--- src/hw/rtl/crsc_pkg.sv ---
// Package with types and constants of the chunk response stream checker.
`timescale 1ns / 1ps
package crsc_pkg;
  localparam int unsigned HdrBytes   = 98;
  localparam int unsigned ShiftBytes = 34;
  localparam int unsigned RootAt     = 66;
  localparam logic [7:0]  Magic0 = 8'h4C;
  localparam logic [7:0]  Magic1 = 8'h58;
  localparam logic [7:0]  Magic2 = 8'h44;
  localparam logic [7:0]  Magic3 = 8'h52;
  localparam logic [7:0]  Version = 8'h01;
  localparam logic [24:0] SumMax  = 25'h1FFFFFF;

  typedef enum logic [1:0] {
    StOk      = 2'd0,
    StHeader  = 2'd1,
    StLength  = 2'd2,
    StSequence = 2'd3
  } status_e;

  // Per-frame summary handed from the parser to the sequence stage.
  typedef struct packed {
    logic        hdr_bad;    // short or bad magic/version
    logic        len_bad;    // length field or frame size wrong
    logic        root_bad;   // root differs from bundle root
    logic [63:0] batch;
    logic [31:0] idx;
    logic [31:0] cnt;
    logic [7:0]  cls;
    logic [63:0] offs;
    logic [16:0] plen;
  } frame_t;

  typedef struct packed {
    status_e     status;
    logic [31:0] idx;
    logic [31:0] cnt;
    logic [63:0] batch;
    logic [7:0]  cls;
    logic [63:0] offs;
    logic [16:0] plen;
    logic        complete;
    logic [24:0] sum;
  } result_t;
endpackage

--- src/hw/rtl/crsc_parser.sv ---
// Front part: captures header bytes, checks magic, version, root and frame size.
`timescale 1ns / 1ps
module crsc_parser #(
  parameter int unsigned MaxChunkBytes = 65536
) (
  input  logic               clk_i,
  input  logic               rst_ni,
  input  logic               byte_valid_i,
  output logic               byte_ready_o,
  input  logic [7:0]         data_byte_i,
  input  logic               last_byte_i,
  input  logic               first_expected_i,
  output logic               frame_valid_o,
  input  logic               frame_ready_i,
  output crsc_pkg::frame_t   frame_o
);
  localparam int unsigned PosSat = crsc_pkg::HdrBytes + MaxChunkBytes + 1;
  localparam int unsigned PosW   = $clog2(PosSat + 1);

  logic [PosW-1:0] pos_q, pos_d;
  logic [7:0]      hdr_q [crsc_pkg::ShiftBytes];
  logic [7:0]      root_q [32];
  logic            bad_q, bad_d, rmis_q, rmis_d;
  logic            take;
  logic            in_root;
  crsc_pkg::frame_t fr;
  logic [31:0]     len_f;
  logic [PosW:0]   flen;

  assign in_root = (pos_q >= PosW'(crsc_pkg::RootAt)) && (pos_q < PosW'(crsc_pkg::HdrBytes));
  // Hold all bytes while a frame summary waits, root bytes even as it is taken:
  // the bundle state they are judged against settles once the sequencer takes it.
  assign byte_ready_o = frame_valid_o ? (frame_ready_i && !in_root) : 1'b1;
  assign take = byte_valid_i && byte_ready_o;

  always_comb begin
    bad_d  = bad_q;
    rmis_d = rmis_q;
    case (pos_q)
      PosW'(0): if (data_byte_i != crsc_pkg::Magic0) bad_d = 1'b1;
      PosW'(1): if (data_byte_i != crsc_pkg::Magic1) bad_d = 1'b1;
      PosW'(2): if (data_byte_i != crsc_pkg::Magic2) bad_d = 1'b1;
      PosW'(3): if (data_byte_i != crsc_pkg::Magic3) bad_d = 1'b1;
      PosW'(4): if (data_byte_i != crsc_pkg::Version) bad_d = 1'b1;
      default: ;
    endcase
    if (in_root &&
        !first_expected_i && root_q[5'(pos_q - PosW'(crsc_pkg::RootAt))] != data_byte_i)
      rmis_d = 1'b1;
    pos_d = (pos_q < PosW'(PosSat)) ? pos_q + 1'b1 : pos_q;
  end

  // Assemble the frame summary from captured bytes plus this last byte.
  always_comb begin
    flen = {1'b0, pos_q} + 1'b1;
    fr.batch = {hdr_q[5], hdr_q[6], hdr_q[7], hdr_q[8], hdr_q[9], hdr_q[10],
                hdr_q[11], hdr_q[12]};
    fr.idx   = {hdr_q[13], hdr_q[14], hdr_q[15], hdr_q[16]};
    fr.cnt   = {hdr_q[17], hdr_q[18], hdr_q[19], hdr_q[20]};
    fr.cls   = hdr_q[21];
    fr.offs  = {hdr_q[22], hdr_q[23], hdr_q[24], hdr_q[25], hdr_q[26], hdr_q[27],
                hdr_q[28], hdr_q[29]};
    len_f    = {hdr_q[30], hdr_q[31], hdr_q[32], hdr_q[33]};
    fr.hdr_bad  = bad_d || (flen < (PosW+1)'(crsc_pkg::HdrBytes));
    fr.len_bad  = (len_f > 32'(MaxChunkBytes)) ||
                  (64'(flen) != 64'(crsc_pkg::HdrBytes) + 64'(len_f));
    fr.root_bad = rmis_d;
    fr.plen     = len_f[16:0];
  end

  always_ff @(posedge clk_i) begin
    if (take) begin
      if (pos_q < PosW'(crsc_pkg::ShiftBytes)) hdr_q[6'(pos_q)] <= data_byte_i;
      if (in_root && first_expected_i)
        root_q[5'(pos_q - PosW'(crsc_pkg::RootAt))] <= data_byte_i;
      if (last_byte_i) frame_o <= fr;
    end
  end

  always_ff @(posedge clk_i or negedge rst_ni) begin
    if (!rst_ni) begin
      pos_q <= '0;
      bad_q <= 1'b0;
      rmis_q <= 1'b0;
      frame_valid_o <= 1'b0;
    end else begin
      if (take && last_byte_i) frame_valid_o <= 1'b1;
      else if (frame_ready_i) frame_valid_o <= 1'b0;
      if (take) begin
        if (last_byte_i) begin
          pos_q <= '0;
          bad_q <= 1'b0;
          rmis_q <= 1'b0;
        end else begin
          pos_q <= pos_d;
          bad_q <= bad_d;
          rmis_q <= rmis_d;
        end
      end
    end
  end
endmodule

--- config.mk ---
export PLATFORM = sky130hd
export DESIGN_NAME = crsc_parser
export DESIGN_NICKNAME = d
export VERILOG_FILES = /design/src/hw/rtl/crsc_pkg.sv /design/src/hw/rtl/crsc_parser.sv
export SDC_FILE = /design/constraint.sdc
export NUM_CORES = 1
export LEC_CHECK = 0
export ABC_AREA = 1
export BUFFER_PORTS_ARGS = -buffer_cell sky130_fd_sc_hd__buf_2
export CAP_MARGIN = 20
export CORE_MARGIN = 4
export CORE_UTILIZATION = 50
export CTS_CLUSTER_DIAMETER = 200
export DETAILED_ROUTE_END_ITERATION = 10
export GPL_ROUTABILITY_DRIVEN = 0
export HOLD_SLACK_MARGIN = 0.06
export MAX_ROUTING_LAYER = met4
export PLACE_DENSITY = 0.69
export SLEW_MARGIN = 20
export SYNTH_ARGS = -nofsm -noshare
export SYNTH_HDL_FRONTEND = slang
export SYNTH_SLANG_ARGS = --single-unit
--- constraint.sdc ---
create_clock -name clk_i -period 11.8 [get_ports clk_i]
set_input_delay 1.18 -clock clk_i [delete_from_list [all_inputs] [get_ports clk_i]]
set_output_delay 1.18 -clock clk_i [all_outputs]
set_load 0.1 [all_outputs]
# After elaboration in Yosys (flattened, before gate mapping)

Memories as Yosys holds them, arrays and structs flattened. A register that Yosys moved wholly into a read port is not among the register bits.
Cells that the tools add are included.

Add/subtract/negate cells: 4
Magnitude comparators: 6
Equality and inequality tests: 11
Multiplexer cells: 20
Reduce and logical (&&, ||, !) cells: 16

Operators by type and width:

| operator              | count |
|---|---|
| $eq 17x2->1 const B   | 2 |
| $mux 17               | 2 |
| $add 7x32->33 const A | 1 |
| $ne 18x33->1          | 1 |
| $gt 32x17->1 const B  | 1 |
| $ne 8x7->1 const B    | 4 |
| $add 17x1->18 const B | 1 |
| $lt 18x7->1 const B   | 1 |
| $add 17x1->17 const B | 1 |
| $eq 17x1->1 const B   | 1 |
| $eq 17x3->1 const B   | 1 |
| $ge 17x7->1 const B   | 1 |
| $logic_not 17->1      | 1 |
| $lt 17x17->1 const B  | 1 |
| $lt 17x6->1 const B   | 1 |
| $lt 17x7->1 const B   | 1 |
| $mux 1                | 17 |
| $ne 8x1->1 const B    | 1 |
| $ne 8x8->1            | 1 |
| $logic_and 1x1->1     | 7 |
| $pmux 1 s5            | 1 |
| $sub 5x2->5 const B   | 1 |
| $reduce_and 2->1      | 2 |
| $reduce_bool 2->1     | 2 |
| 2 further kinds       | 4 |

Flip-flop bits (word level): 40
Bits in writable memories: 528
Output and inout port bits: 222
Memories: 2

Memory list:

| name   | depth | bits a word | rd ports | clocked after Yosys merged registers in | wr ports | RTL line          | text |
|---|---|---|---|---|---|---|---|
| hdr_q  | 34    | 8           | 29       | 25                                      | 1        | crsc_parser.sv:21 | `logic [7:0] hdr_q [crsc_pkg::ShiftBytes];` |
| root_q | 32    | 8           | 1        | 0                                       | 1        | crsc_parser.sv:22 | `logic [7:0] root_q [32];` |

# Longest topological paths before layout

Depth after elaboration: 8
Gate-level depth with buffers: 19
Mapped depth without buffers: 17

# Worst setup path before layout

OpenSTA, ideal clock, no wires.

Kind: reg2reg
Start point: reg pos_q[1]
End point: reg frame_o[0] (netlist bit) (enable)
Setup time: 0.572 ns
Arrival time: 6.870 ns
Slack: 4.358 ns
Cell stages (with the launch flop): 13
Buffers on the path: 2
Period minus slack after synthesis: 7.442 ns
Cell sequence: dfrtp_1 -> inv_1 -> buf_2 -> buf_1 -> ha_1 -> nand3_1 -> o2111ai_2 -> nand2_1 -> nand2_2 -> nand2_4 -> inv_1 -> nand2_1 -> inv_1

Longest elaborated chain between the ends: 7
Elaborated cells on any way between the ends: 8
Classes of those cells: order compare (2); mux (1); reduce/logical (5)

Ends and longest elaborated chain:

| element                                    | RTL line          | text |
|---|---|---|
| from (decl)                                | crsc_parser.sv:20 | `logic [PosW-1:0] pos_q, pos_d;` |
| from (signal assigned)                     | crsc_parser.sv:95 | `pos_q <= pos_d;` |
| $ge 17x7->1 or $lt 17x7->1 (tied branches) | crsc_parser.sv:30 | `assign in_root = (pos_q >= PosW'(crsc_pkg::RootAt)) && (pos_q < PosW'(crsc_pkg::HdrBytes));` |
| $logic_and 1x1->1 *                        | crsc_parser.sv:30 |  |
| $logic_not 1->1 *                          | crsc_parser.sv:33 | `assign byte_ready_o = frame_valid_o ? (frame_ready_i && !in_root) : 1'b1;` |
| $logic_and 1x1->1 *                        | crsc_parser.sv:33 |  |
| $mux 1 *                                   | crsc_parser.sv:33 |  |
| via byte_ready_o                           | crsc_parser.sv:9  | `output logic byte_ready_o,` |
| $logic_and 1x1->1 *                        | crsc_parser.sv:34 | `assign take = byte_valid_i && byte_ready_o;` |
| $reduce_and 2->1 (no source line) *        | -                 |  |
| to (signal assigned)                       | crsc_parser.sv:76 | `if (last_byte_i) frame_o <= fr;` |
| to (decl)                                  | crsc_parser.sv:15 | `output crsc_pkg::frame_t frame_o` |

The timed path passes the listed nets; every way through them passes the cells marked *.
A chain may end at the register's enable or synchronous reset.

# Worst setup path in the final report

Start point: reg pos_q[0]
End point: reg, netlist name frame_o[176]

Longest elaborated chain between the ends: 7
Elaborated cells on any way between the ends: 8
Classes of those cells: order compare (2); mux (1); reduce/logical (5)

Ends and longest elaborated chain:

| element                                    | RTL line |
|---|---|
| $ge 17x7->1 or $lt 17x7->1 (tied branches) | crsc_parser.sv:30 |
| $logic_and 1x1->1 *                        | crsc_parser.sv:30 |
| $logic_not 1->1 *                          | crsc_parser.sv:33 |
| $logic_and 1x1->1 *                        | crsc_parser.sv:33 |
| $mux 1 *                                   | crsc_parser.sv:33 |
| $logic_and 1x1->1 *                        | crsc_parser.sv:34 |
| $reduce_and 2->1 (no source line) *        | - |

Every way passes the cells marked *; elsewhere a longest branch is shown, timed or not.

==> flow_summary.toml <==
[run_status]
status = "finished clean"

[worst_setup_path]
critPathTopFamily = "buffers and inverters"
cp.depth = 12
reg2regPathDepth = 12
cpPeakStageDelay_ps = 980
cpMostUsedCell = "nand2_1"
critPathMaxFanout = 139
worstReg2RegStart = "pos_q[0]$_DFFE_PN0P_"
required_ps = 12020
startpoint = "pos_q[0]$_DFFE_PN0P_"
worstReg2RegEnd = "frame_o[176]$_DFFE_PP_"
worst-path-buf-inv = 4
path_class = "reg -> reg"
startpoint_type = "flip-flop"
path_cells = "inv_2, ha_1, nand2_1, nor2_1, o2111ai_2, nand2_1, nand2_2, nand2_4, inv_1, nand2_1, inv_8, buf_4"
slowest_stage = "dfrtp_4"
cp-end-kind = "flip-flop"
cp.arrival_ps = 5330
r2r_slack_ps = 6700

[timing]
rsz0062_at_grt = "false"
layout_min_cycle_time_ps = 5100
relSlewSlack = 0.282
fmax_mhz = 196
hold_ws_ps = 398
fin_crit_sh = 0.432
fin_worst_skew_ps = 39.4
maxSlewViolCount = 0
tightest_slew_ps = 1080
setup_viol = 0
hold_viol = 0
final.setup.tns_ps = 0

[synth]
synth_fa_ha_area_frac = 0.00453
syn_nets = 2065
synth-simple-area-share = 0.144
synth_cell_types = 40
yosysSeqAreaShare = 0.789
synth-seq-cells = 728
syn_avg_cell_area_um2 = 13.5
yosysWarnings = 0
syn_area_um2 = 27600
synth_compound_area_frac = 0.0206
syn_inst = 2041
synth_xor_area_frac = 0.00925
synth_top_family_by_area = "simple AND/OR/NAND/NOR gates"
muxShareOfSynthArea = 0

[die]
dieWidth_um = 243
coreArea_um2 = 54200
initial_utilization = 0.509
die_h_um = 243
ios = 236
fp-row-count = 85
dieArea_um2 = 59000

[clocking]
post_cts_resize_count = 0
cts_root_buffer = "clkbuf_16"
cts_htree_levels = 3
cts_tree = "done"
cts_inserted_buffers = 69
cts_setup_buffers = 0
ctsHoldBuffers = 0
ctsLongestPathBuffers = 3
numClockSinks = 728
path_clk_slew_ps = 60
worstSkewPairLatency_ps = 620

[hold_path]
min_path_type = "reg -> reg"
min_from = "hdr_q[27][1]$_DFFE_PP_"
hold-path-endpoint = "frame_o[34]$_DFFE_PP_"
min_path_cells = 0

[power]
peakVddDrop_mv = 0.103
leakagePower_nw = 11.9
comb_power_share = 0.140
clkPwrFrac = 0.370
sw_frac_of_total = 0.273
power.switching_mw = 1.61
power_frac_seq = 0.490
p_int_mw = 4.29
p_per_area_nw_per_um2 = 186

[placement]
hpwl_mm = 39.8
placed_cells = 2931
placed_cell_area_um2 = 29500
io_buffers = 235

[final_layout]
final_common_cell = "edfxtp_1"
nets = 2331
post-route-util = 0.586
final_layout_size_suffix_gt1_frac = 0.160
antenna_cells = 0
fin_area_um2 = 31800
final_cell_mix = "edfxtp_1, nand2_1, buf_2"
fin_cells = 3055
area_delta_synth_final_pct = 15.3

[detailed_routing]
wl_per_cell_um = 20.9
viasPerCell = 5.50
postRouteAntennaNets = 0
first_iter_violations = 1805
vias = 16800
wl_mm = 63.9
remaining_drc_errors = 0
dr.pass1.iters = 6

[grt]
grt_antenna_before_repair = 0
grt_max_degree = 140
grt_pass1_vias = 16200
overflow = 0
grt_pass1_wl_mm = 97.7
track_usage = 0.221

[flow_run]
maxCapViolations = 0
-- cells by family after synthesis --
kind of cell | count (synthesis)
compound gates | 106
simple gates | 938
xor+xnor | 27
flops | 728
fa+ha+maj | 10
buf+inv | 232
-- flip-flops by register name, summed over array words and instances (netlist names) --
register       count
root_q           256
hdr_q            232
frame_o          220
pos_q             17
bad_q              1
frame_valid_o      1
rmis_q             1
-- worst max-delay path by stage --
stage,slack (ps),to
6_report,6700,frame_o[176]$_DFFE_PP_
4_1_cts,6650,frame_o[175]$_DFFE_PP_
5_1_grt,6180,frame_o[173]$_DFFE_PP_
2_1_floorplan,4360,frame_o[0]$_DFFE_PP_
3_5_place_dp,6660,frame_o[15]$_DFFE_PP_
3_3_place_gp,6810,frame_o[218]$_DFFE_PP_
-- area by class of cell --
class,instances,area [um^2]
Fill cell,4178,22400
Sequential cell,728,21800
Multi-Input combinational cell,1081,4940
Clock buffer,82,1780
Timing Repair Buffer,251,1290
Tap cell,696,871
Inverter,176,668
Clock inverter,41,487
-- Yosys cell counts (all sizes together) --
master	instances	area share
a21oi	5	0.0013
a31oi	1	0.00023
buf	28	0.0054
clkbuf	28	0.0038
clkinv	2	0.00027
dfrtp	20	0.018
edfxtp	708	0.77
ha	10	0.0045
inv	174	0.024
nand2	443	0.061
nand2b	1	0.00023
nand3	178	0.032
nand3b	3	0.00082
nand4	35	0.0079
nor2	238	0.033
nor3	32	0.0060
nor3b	2	0.00091
nor4	3	0.00068
o2111ai	1	0.00054
o211ai	2	0.00054
o21a	1	0.00027
o21ai	93	0.017
o21bai	1	0.00027
o22ai	1	0.00023
o311ai	1	0.00032
or2	3	0.00068
xnor2	2	0.0013
xor2	25	0.0079
-- layer usage --
| layer | track usage | up-vias | share of wire |
|---|---|---|---|
| met3 | 0.0339 | 91 | 0.082 |
| met1 | 0.301 | 8232 | 0.41 |
| met4 | 0.0625 | 0 | 0.019 |
| met5 | - | - | 0 |
| met2 | 0.353 | 836 | 0.48 |
| li1 | - | 7657 | - |
-- per-stage QoR --
stage | setup WS, ps | power, mW
2_1_floorplan | 4360 | 3.58
3_3_place_gp | 6810 | 3.76
3_5_place_dp | 6660 | 3.76
4_1_cts | 6650 | 5.93
5_1_grt | 6180 | 6.13
6_report | 6700 | 5.90
-- power groups by stage --
stage / Sequential, mW / Combinational [mW] / Clock (mW)
final: 2.89 / 0.826 / 2.18
after global routing: 2.90 / 0.892 / 2.34
after CTS: 2.89 / 0.820 / 2.21
after detailed placement: 2.95 / 0.815 / 0
after global placement: 2.95 / 0.809 / 0
after floorplan: 3.12 / 0.456 / 0
Note: power is estimated with default switching activity, not from simulation.
